$ cat config.mk
export PLATFORM = sky130hd
export DESIGN_NAME = nested_scope_end_finder
export DESIGN_NICKNAME = d
export VERILOG_FILES = /design/src/rtl/nsef_pkg.sv /design/src/rtl/nsef_cell.sv /design/src/rtl/nsef_stack.sv /design/src/rtl/nsef_parse.sv /design/src/rtl/nested_scope_end_finder.sv
export SDC_FILE = /design/constraint.sdc
export NUM_CORES = 1
export LEC_CHECK = 0
export BUFFER_PORTS_ARGS = -buffer_cell sky130_fd_sc_hd__buf_4
export CORE_MARGIN = 5
export CORE_UTILIZATION = 50
export CTS_CLUSTER_SIZE = 24
export DETAILED_ROUTE_END_ITERATION = 8
export PLACE_DENSITY_LB_ADDON = 0.08
export SYNTH_ARGS = -nofsm -noshare
export SYNTH_HDL_FRONTEND = slang
export SYNTH_HIERARCHICAL = 1
export SYNTH_SLANG_ARGS = --single-unit
$ cat constraint.sdc
create_clock -name clk_i -period 5.5 [get_ports clk_i]
set_clock_uncertainty 0.15 [all_clocks]
set_input_delay 1.1 -clock clk_i [delete_from_list [all_inputs] [get_ports clk_i]]
set_output_delay 1.1 -clock clk_i [all_outputs]
set_load 0.05 [all_outputs]
$ cat src/rtl/nsef_pkg.sv
package nsef_pkg;

  typedef enum logic [2:0] {
    ST_SCAN     = 3'd0,
    ST_CLOSED   = 3'd1,
    ST_ENDED    = 3'd2,
    ST_OVERFLOW = 3'd3,
    ST_BADOPEN  = 3'd4,
    ST_IDLE     = 3'd5
  } status_e;

  typedef enum logic [1:0] {
    SC_DQ = 2'd0,
    SC_SQ = 2'd1,
    SC_BT = 2'd2,
    SC_BR = 2'd3
  } scope_e;

  typedef enum logic [1:0] {
    SKIP_NONE    = 2'd0,
    SKIP_COMMENT = 2'd1,
    SKIP_VAR     = 2'd2
  } skip_e;

  localparam logic [7:0] CH_NUL    = 8'h00;
  localparam logic [7:0] CH_DQUOTE = 8'h22;
  localparam logic [7:0] CH_SQUOTE = 8'h27;
  localparam logic [7:0] CH_BTICK  = 8'h60;
  localparam logic [7:0] CH_LBRACE = 8'h7B;
  localparam logic [7:0] CH_RBRACE = 8'h7D;
  localparam logic [7:0] CH_HASH   = 8'h23;
  localparam logic [7:0] CH_DOLLAR = 8'h24;
  localparam logic [7:0] CH_BSLASH = 8'h5C;
  localparam logic [7:0] CH_NL     = 8'h0A;

  localparam logic [15:0] CNT_MAX = 16'hFFFF;

  // Shift command for the scope cell chain.
  typedef struct packed {
    logic   push;
    logic   pop;
    scope_e code;
  } stack_op_t;

  typedef struct packed {
    status_e     status;
    logic [15:0] position;
    logic [15:0] line_count;
  } result_t;

endpackage

$ cat src/rtl/nsef_cell.sv
module nsef_cell
  import nsef_pkg::*;
(
  input  logic      clk_i,
  input  stack_op_t op_i,
  input  scope_e    above_i,
  input  scope_e    below_i,
  output scope_e    entry_o
);

  scope_e entry_q, entry_d;

  always_comb begin
    entry_d = entry_q;
    if (op_i.push) begin
      entry_d = above_i;
    end else if (op_i.pop) begin
      entry_d = below_i;
    end
  end

  always_ff @(posedge clk_i) begin
    entry_q <= entry_d;
  end

  assign entry_o = entry_q;

endmodule

$ cat src/rtl/nsef_stack.sv
module nsef_stack
  import nsef_pkg::*;
#(
  parameter int unsigned DEPTH = 32
) (
  input  logic      clk_i,
  input  stack_op_t op_i,
  output scope_e    top_o
);

  scope_e entry [DEPTH];

  // Cell 0 is the top; push shifts toward higher cells, pop shifts back.
  for (genvar i = 0; i < DEPTH; i++) begin : g_cell
    scope_e above, below;
    if (i == 0) begin : g_first
      assign above = op_i.code;
    end else begin : g_mid
      assign above = entry[i-1];
    end
    if (i == DEPTH - 1) begin : g_last
      assign below = SC_DQ;
    end else begin : g_inner
      assign below = entry[i+1];
    end
    nsef_cell u_cell (
      .clk_i   (clk_i),
      .op_i    (op_i),
      .above_i (above),
      .below_i (below),
      .entry_o (entry[i])
    );
  end

  assign top_o = entry[0];

endmodule

$ cat src/rtl/nsef_parse.sv
module nsef_parse
  import nsef_pkg::*;
#(
  parameter int unsigned MAX_NESTING = 32
) (
  input  logic       clk_i,
  input  logic       rst_ni,
  input  logic       accept_i,
  input  logic [7:0] text_byte_i,
  input  logic       start_req_i,
  input  scope_e     top_i,
  output stack_op_t  op_o,
  output result_t    result_o
);

  localparam int unsigned LW = $clog2(MAX_NESTING + 1);

  logic [LW-1:0] level_q, level_d;
  logic [7:0]    prev_q, prev_d;
  skip_e         skip_q, skip_d;
  logic          active_q, active_d;
  logic [15:0]   off_q, off_d;
  logic [15:0]   nl_q, nl_d;

  logic   opener;
  scope_e code;
  logic   full;

  always_comb begin
    opener = 1'b1;
    code   = SC_DQ;
    unique case (text_byte_i)
      CH_DQUOTE: code = SC_DQ;
      CH_SQUOTE: code = SC_SQ;
      CH_BTICK:  code = SC_BT;
      CH_LBRACE: code = SC_BR;
      default:   opener = 1'b0;
    endcase
  end

  assign full = (level_q == LW'(MAX_NESTING));

  always_comb begin
    level_d  = level_q;
    prev_d   = prev_q;
    skip_d   = skip_q;
    active_d = active_q;
    off_d    = off_q;
    nl_d     = nl_q;
    op_o     = '{push: 1'b0, pop: 1'b0, code: code};
    result_o = '{status: ST_SCAN, position: '0, line_count: '0};

    if (start_req_i) begin
      level_d  = '0;
      skip_d   = SKIP_NONE;
      off_d    = '0;
      nl_d     = '0;
      active_d = 1'b0;
      if (opener) begin
        op_o.push = 1'b1;
        level_d   = LW'(1);
        prev_d    = text_byte_i;
        active_d  = 1'b1;
      end else begin
        result_o.status = ST_BADOPEN;
      end
    end else if (!active_q) begin
      result_o.status = ST_IDLE;
    end else begin
      if (off_q != CNT_MAX) begin
        off_d = off_q + 16'd1;
      end
      if (text_byte_i == CH_NUL) begin
        result_o.status = ST_ENDED;
      end else begin
        if (text_byte_i == CH_NL && nl_q != CNT_MAX) begin
          nl_d = nl_q + 16'd1;
        end
        if (skip_q == SKIP_COMMENT) begin
          if (text_byte_i == CH_NL) skip_d = SKIP_NONE;
        end else if (skip_q == SKIP_VAR) begin
          if (text_byte_i == CH_RBRACE) skip_d = SKIP_NONE;
        end else if (level_q == '0) begin
          result_o.status = ST_CLOSED;
        end else begin
          case (top_i)
            SC_DQ, SC_SQ: begin
              if (((top_i == SC_DQ && text_byte_i == CH_DQUOTE) ||
                   (top_i == SC_SQ && text_byte_i == CH_SQUOTE)) &&
                  prev_q != CH_BSLASH) begin
                op_o.pop = 1'b1;
                level_d  = level_q - LW'(1);
                if (level_q == LW'(1)) result_o.status = ST_CLOSED;
              end
            end
            SC_BT: begin
              if (text_byte_i == CH_BTICK) begin
                op_o.pop = 1'b1;
                level_d  = level_q - LW'(1);
                if (level_q == LW'(1)) result_o.status = ST_CLOSED;
              end
            end
            default: begin
              if (text_byte_i == CH_HASH) begin
                skip_d = SKIP_COMMENT;
              end else if (text_byte_i == CH_RBRACE) begin
                op_o.pop = 1'b1;
                level_d  = level_q - LW'(1);
                if (level_q == LW'(1)) result_o.status = ST_CLOSED;
              end else if (opener && !(code == SC_BR && prev_q == CH_DOLLAR)) begin
                if (full) begin
                  result_o.status = ST_OVERFLOW;
                end else begin
                  op_o.push = 1'b1;
                  level_d   = level_q + LW'(1);
                end
              end else if (opener) begin
                skip_d = SKIP_VAR;
              end
            end
          endcase
        end
      end
      prev_d              = text_byte_i;
      result_o.position   = off_d;
      result_o.line_count = nl_d;
      if (result_o.status != ST_SCAN) begin
        active_d = 1'b0;
        level_d  = '0;
        skip_d   = SKIP_NONE;
      end
    end

    if (!accept_i) begin
      op_o.push = 1'b0;
      op_o.pop  = 1'b0;
    end
  end

  always_ff @(posedge clk_i or negedge rst_ni) begin
    if (!rst_ni) begin
      level_q  <= '0;
      prev_q   <= '0;
      skip_q   <= SKIP_NONE;
      active_q <= 1'b0;
      off_q    <= '0;
      nl_q     <= '0;
    end else if (accept_i) begin
      level_q  <= level_d;
      prev_q   <= prev_d;
      skip_q   <= skip_d;
      active_q <= active_d;
      off_q    <= off_d;
      nl_q     <= nl_d;
    end
  end

endmodule

$ cat src/rtl/nested_scope_end_finder.sv
// Nested scope end finder. Feed text one byte per transaction on the s_axis
// side; set tuser on the opening byte (double quote, single quote, backtick or
// open brace) to start a search. Every input transaction yields exactly one
// result transaction on m_axis: a status in tuser (scanning, closed here, text
// ended, overflow, bad opener, idle) plus the byte offset from the opener and
// the newline count, both saturating at 65535. Scopes live in a row of
// MAX_NESTING two-bit cells that shift on push and pop, so one byte can
// enter every clock while the skid slot is free. Each result is registered
// into the output register, or into the skid slot while that stalls; this
// two-entry output stage keeps the input open while one result waits.
module nested_scope_end_finder
  import nsef_pkg::*;
#(
  parameter int unsigned MAX_NESTING = 32
) (
  input  logic        clk_i,
  input  logic        rst_ni,
  input  logic        s_axis_tvalid,
  output logic        s_axis_tready,
  input  logic [7:0]  s_axis_tdata,   // [7:0] text_byte
  input  logic        s_axis_tuser,   // [0] start_req
  output logic        m_axis_tvalid,
  input  logic        m_axis_tready,
  output logic [31:0] m_axis_tdata,   // [15:0] position, [31:16] line_count
  output logic [2:0]  m_axis_tuser    // [2:0] status
);

  logic      accept;
  stack_op_t op;
  scope_e    top;
  result_t   res;

  logic    out_valid_q, out_valid_d;
  logic    skid_valid_q, skid_valid_d;
  logic    out_free;
  result_t out_q, skid_q;

  // Take a byte whenever the skid slot is free.
  assign s_axis_tready = !skid_valid_q;
  assign accept        = s_axis_tvalid && s_axis_tready;

  nsef_parse #(
    .MAX_NESTING (MAX_NESTING)
  ) u_parse (
    .clk_i       (clk_i),
    .rst_ni      (rst_ni),
    .accept_i    (accept),
    .text_byte_i (s_axis_tdata),
    .start_req_i (s_axis_tuser),
    .top_i       (top),
    .op_o        (op),
    .result_o    (res)
  );

  nsef_stack #(
    .DEPTH (MAX_NESTING)
  ) u_stack (
    .clk_i (clk_i),
    .op_i  (op),
    .top_o (top)
  );

  // Output register frees up this cycle when empty or being drained.
  assign out_free = !out_valid_q || m_axis_tready;

  always_comb begin
    if (out_free) begin
      out_valid_d  = skid_valid_q || accept;
      skid_valid_d = 1'b0;
    end else begin
      out_valid_d  = out_valid_q;
      skid_valid_d = skid_valid_q || accept;
    end
  end

  always_ff @(posedge clk_i or negedge rst_ni) begin
    if (!rst_ni) begin
      out_valid_q  <= 1'b0;
      skid_valid_q <= 1'b0;
    end else begin
      out_valid_q  <= out_valid_d;
      skid_valid_q <= skid_valid_d;
    end
  end

  // Payload: drain skid first, else load the fresh result; park it when stalled.
  always_ff @(posedge clk_i) begin
    if (out_free) begin
      if (skid_valid_q) begin
        out_q <= skid_q;
      end else if (accept) begin
        out_q <= res;
      end
    end else if (accept) begin
      skid_q <= res;
    end
  end

  assign m_axis_tvalid = out_valid_q;
  assign m_axis_tdata  = {out_q.line_count, out_q.position};
  assign m_axis_tuser  = out_q.status;

endmodule

# Word level (Yosys, flattened, before mapping)
# Index checks and enable logic that the tools add are counted.
# Widths: inputs -> output; s select.
dict set report totals {
  reg_bits 185
  elab_cells 263
}
dict set report classes {
  bitwise_logic 1
  n_addsub 4
  n_reduce_logical 31
  n_mux 148
  n_eq_ne 33
}
# op count
set op_table {}
lappend op_table {{$mux 2} 86}
lappend op_table {{$mux 16} 7}
lappend op_table {{$mux 6} 13}
lappend op_table {{$mux 35} 2}
lappend op_table {{$mux 32} 2}
lappend op_table {{$mux 3} 13}
lappend op_table {{$add 16x1->16 const B} 2}
lappend op_table {{$eq 8x6->1 const B} 4}
lappend op_table {{$ne 16x16->1 const B} 2}
lappend op_table {{$eq 8x7->1 const B} 3}
lappend op_table {{$mux 8} 3}
lappend op_table {{$mux 1} 18}
lappend op_table {{$ne 3x3->1 const B} 4}
lappend op_table {{$pmux 6 s2} 1}
lappend op_table {{$reduce_bool 6->1} 2}
lappend op_table {{$reduce_and 11->1} 1}
lappend op_table {{$reduce_and 10->1} 1}
lappend op_table {{$eq 8x4->1 const B} 1}
lappend op_table {{$logic_not 8->1} 1}
lappend op_table {{$ne 4x2->1 const B} 2}
lappend op_table {{$ne 8x7->1 const B} 1}
lappend op_table {{$logic_and 1x1->1} 7}
lappend op_table {{$add 6x1->6 const B} 1}
lappend op_table {{$eq 2x2->1 const B} 3}
lappend op_table {{28 further kinds} 37}

# Depth between registers and ports, before layout
dict set report logic_depth {
  ltp_word 20
  depth_mapped 11
  depth_no_buf 9
}

# Cells and area by module
# Netlist, hierarchy kept.
# mod n_inst area_each_um2 cells_each
set by_module_without_submodules {}
lappend by_module_without_submodules {nsef_parse 1 3783.6 476}
lappend by_module_without_submodules {nsef_cell 32 88.8 5}
lappend by_module_without_submodules {nested_scope_end_finder 1 2633.8 119}
lappend by_module_without_submodules {nsef_stack 1 3.8 1}

# Worst setup path after synthesis
# Ideal clock, no wire load.
dict set report synth_timing {
  kind {input -> register}
  startpoint {input port s_axis_tdata[0]}
  endpoint {register u_stack.g_cell[0].u_cell.entry_q[0], data pin}
  arrival_time_ps 4842
  n_path_buf 1
  cell_stages 8
  slack_ps 244
  path_cell_list {buf_2 -> or4_4 -> a2111oi_4 -> a31o_2 -> nand3_1 -> nor4_1 -> o21a_1 -> mux2_2}
}
# element line_no
set synth_lines {}
lappend synth_lines {{start: declaration} nested_scope_end_finder.sv:20} ;# input logic [7:0] s_axis_tdata,
lappend synth_lines {{end signal: assignment} nsef_cell.sv:23} ;# entry_q <= entry_d;
lappend synth_lines {{end: declaration} nsef_cell.sv:11} ;# scope_e entry_q, entry_d;

==> results by group <==
STA
  – Final hold violation count: 0
  – Worst-margin pin slew: around 1.1 ns
  – # setup viols final: 0
  – Crit path time final: 3.68 ns
  – Worst setup margin: 1.82 ns
  – Post-Route Setup TNS: 0 ns
  – Share of the clock period used by the worst path: 67.0%
  – RSZ-0062 raised after global routing: false
  – Relative slew slack: 27.9%
  – Slew Limit Fails: 0
  – Fmax: 271 MHz

CTS
  – Post-CTS Hold Fix Bufs: 0
  – Setup Fix Bufs, Post-CTS: 0
  – Clock buffer count from CTS: 17
  – Max Buffers Root-to-Sink: 2
  – CTS tree: done
  – Clock transition at path regs: 0.07 ns
  – Clock sinks: 185
  – # resized after CTS: 0
  – CTS H-tree depth: 4
  – Clk Latency, worst-skew pair: 0.43 ns
  – Root buffer cell: clkbuf_16

Critical path
  – WS Path Type: input pin to register
  – Worst r2r dst: u_parse/skip_q[0]
  – Critical path origin: s_axis_tdata[1]
  – Worst R2R Start: u_parse/prev_q[1]
  – Largest fanout on the critical path: 96
  – Crit path largest cell delay: roughly 0.56 ns
  – Worst path buffer plus inverter count: 2
  – CP arrival: 3.71 ns
  – CP cell instances: buf_4, or4_4, a2111oi_4, a31oi_2, nor2_1, o21a_2, buf_12, mux2_2
  – Register-to-Register Setup Slack: approximately 2.3 ns
  – Critical path's top delay family: simple AND/OR/NAND/NOR gates
  – Setup crit end kind: register
  – WP data required: 5.52 ns
  – CP max stage cell: or4_4
  – Reg2reg path depth: 6
  – Type of origin of the critical path: input pin

Die
  – Initial cell density of the core: around 51%
  – Die area: 21300 µm²
  – IO Count: 50
  – Row count: 49
  – Die H: 146 µm
  – Die Wd: 146 µm
  – Core area: 18100 µm²

Yosys
  – Post-synth ARST share: about 28%
  – Most used DFF post-synth: edfxtp_1
  – Count of flip-flops with a built-in enable after synthesis: 134
  – Post-synth top area share: 43.4%
  – Netlist cell types: 62
  – Yosys reg bits: approximately 190
  – Mapped Avg Cell Area: ~12 µm²
  – Synthesized instance count: around 760
  – Seq/Total Area, Yosys: 57.2%
  – Synthesized area: 9260 µm²
  – Synth warn: 6
  – Dominant cells by area after synthesis: edfxtp_1, dfrtp_1, mux2_2, nor2_1, or2_2
  – Largest area contributor in the netlist: edfxtp_1

Placed design
  – Pre-CTS setup slack: approximately 1.4 ns
  – Gpl congestion: 0.868
  – DP HPWL: roughly 12 mm
  – Port bufs: slightly below 50

Detailed routing
  – Detailed Route WL: 18.2 mm
  – DRC: 0
  – Via Count: between 5k and 6k
  – Drt first pass iters: 5
  – DRT iter0 DRCs: 481
  – Vias per std cell: about 5.7
  – Avg WL per Cell: 17.5 µm
  – Antenna viol nets, final: 0

Hold path
  – Worst min-delay path category: register to register
  – Min-Delay Path Depth: 1
  – Hold wc startpoint: u_parse/prev_q[2]
  – Worst hold endpoint: u_parse/prev_q[2]

Final layout
  – Util after Layout: 57.5%
  – Most common cell after layout, fill and taps aside: edfxtp_1
  – Antenna diodes: 0
  – Share of layout cells above drive strength 1: 30.6%
  – P&R area growth vs syn: 12.3%
  – Area occupied by multi-input gates: 3760 µm²
  – Final net count: 817
  – Register area: 5300 µm²
  – Fill cells: 1504
  – Commonest non-fill, non-tap cells in the layout: edfxtp_1, mux2_2, nor2_1

Global route
  – Initial antenna violation count: 0
  – First-pass GRT wire length: a little over 30 mm
  – Gr usage total: about 17%
  – Vias in the first global route: 6069
  – Largest net degree at the start of global routing: 97
  – Grt ovf: 0

Pwr
  – Power, Total: about 3.2 mW
  – Pwr/cell area: between 300 and 400 nW/µm²
  – Worst vdd ir: 0.000240 V
  – Leak: a little under 4 nW

Flow run
  – Max cap viols: 0

Run status
  – Outcome: finished clean
-- power breakdown --
part | total [mW] | internal (mW) | leakage, nW | switching, mW
Sequential | 1.63 | 1.57 | 1.89 | 0.0598
Combinational | 0.375 | 0.139 | 1.69 | 0.236
Clock | 1.20 | 0.672 | 0.281 | 0.531
Total | 3.21 | 2.38 | 3.86 | 0.826
-- state kept, by name (all words and copies together), names as in the netlist --
signal                         flops
m_axis_tdata                      32
m_axis_tvalid                      1
u_parse/off_q                     16
u_parse/skip_q                     2
u_stack/g_cell.u_cell/entry_o     64
skid_valid_q                       1
u_parse/level_q                    6
m_axis_tuser                       3
u_parse/nl_q                      16
skid_q                            35
u_parse/prev_q                     8
u_parse/active_q                   1
-- synthesized netlist by cell type (all sizes together), types with 2 or more instances --
master	count
clkbuf	26
mux2	107
nor2b	9
nand2b	7
xor2	12
dfrtp	51
and2	5
a32oi	2
or3	7
nand2	55
buf	9
nor2	64
o31ai	8
and4	5
xnor2	15
and4b	3
nand3	21
edfxtp	134
ha	7
nand4	14
o21bai	2
nor4b	4
and3	6
a31oi	5
a31o	2
o21ai	31
nor3	17
nor4	5
a41o	2
o22ai	4
mux2i	10
a22o	3
nor3b	3
o21a	5
o211ai	5
a21oi	25
inv	15
a21o	5
or2	34
-- logic make-up after synthesis --
family	Yosys count	share of synthesized area, %
AO/OA/AOI/OAI	107	7.97
XOR/XNOR	27	2.55
other	1	0.0405
multiplexers	117	14.1
AND/OR/NAND/NOR	262	14.6
buffers and inverters	50	2.55
adder cells (fa/ha/maj)	7	0.945
flip-flops	185	57.2
-- how the worst max path moves through the flow --
stage	to	cells past startpoint
floorplan	u_stack/g_cell[0].u_cell/entry_o[0]	8
global placement	u_stack/g_cell[25].u_cell/entry_o[1]	9
detailed placement	u_stack/g_cell[26].u_cell/entry_o[1]	8
CTS	u_stack/g_cell[28].u_cell/entry_o[1]	8
global route	m_axis_tdata[20]	8
finish	u_stack/g_cell[28].u_cell/entry_o[1]	8
-- layer usage --
layer / vias to the layer above / share of wire (%) / GRT usage [%]
met4: 0 / 1.4 / 5.69
li1: 2878 / - / -
met2: 109 / 48 / 28.4
met5: - / 0 / 0
met3: 21 / 3.9 / 3.63
met1: 2950 / 47 / 23.5
-- stage by stage --
stage | cells | area [µm²] | hold WS [ns]
final | 1039 | 10400 | 0.360
after global routing | 1039 | 10400 | 0.379
after CTS | 1039 | 10400 | 0.363
after detailed placement | 1007 | 9830 | 0.348
after global placement | 1007 | 9830 | 0.331
after floorplan | 757 | 9270 | 0.321
-- layout make-up --
type	instances	share of cell area (%)
Inverter	15	0.541
Timing Repair Buffer	56	4.16
Tap cell	229	2.75
Multi-Input combinational cell	522	36.1
Clock inverter	14	1.39
Clock buffer	18	4.12
Sequential cell	185	50.9
Note: power is estimated with default switching activity, not from simulation.
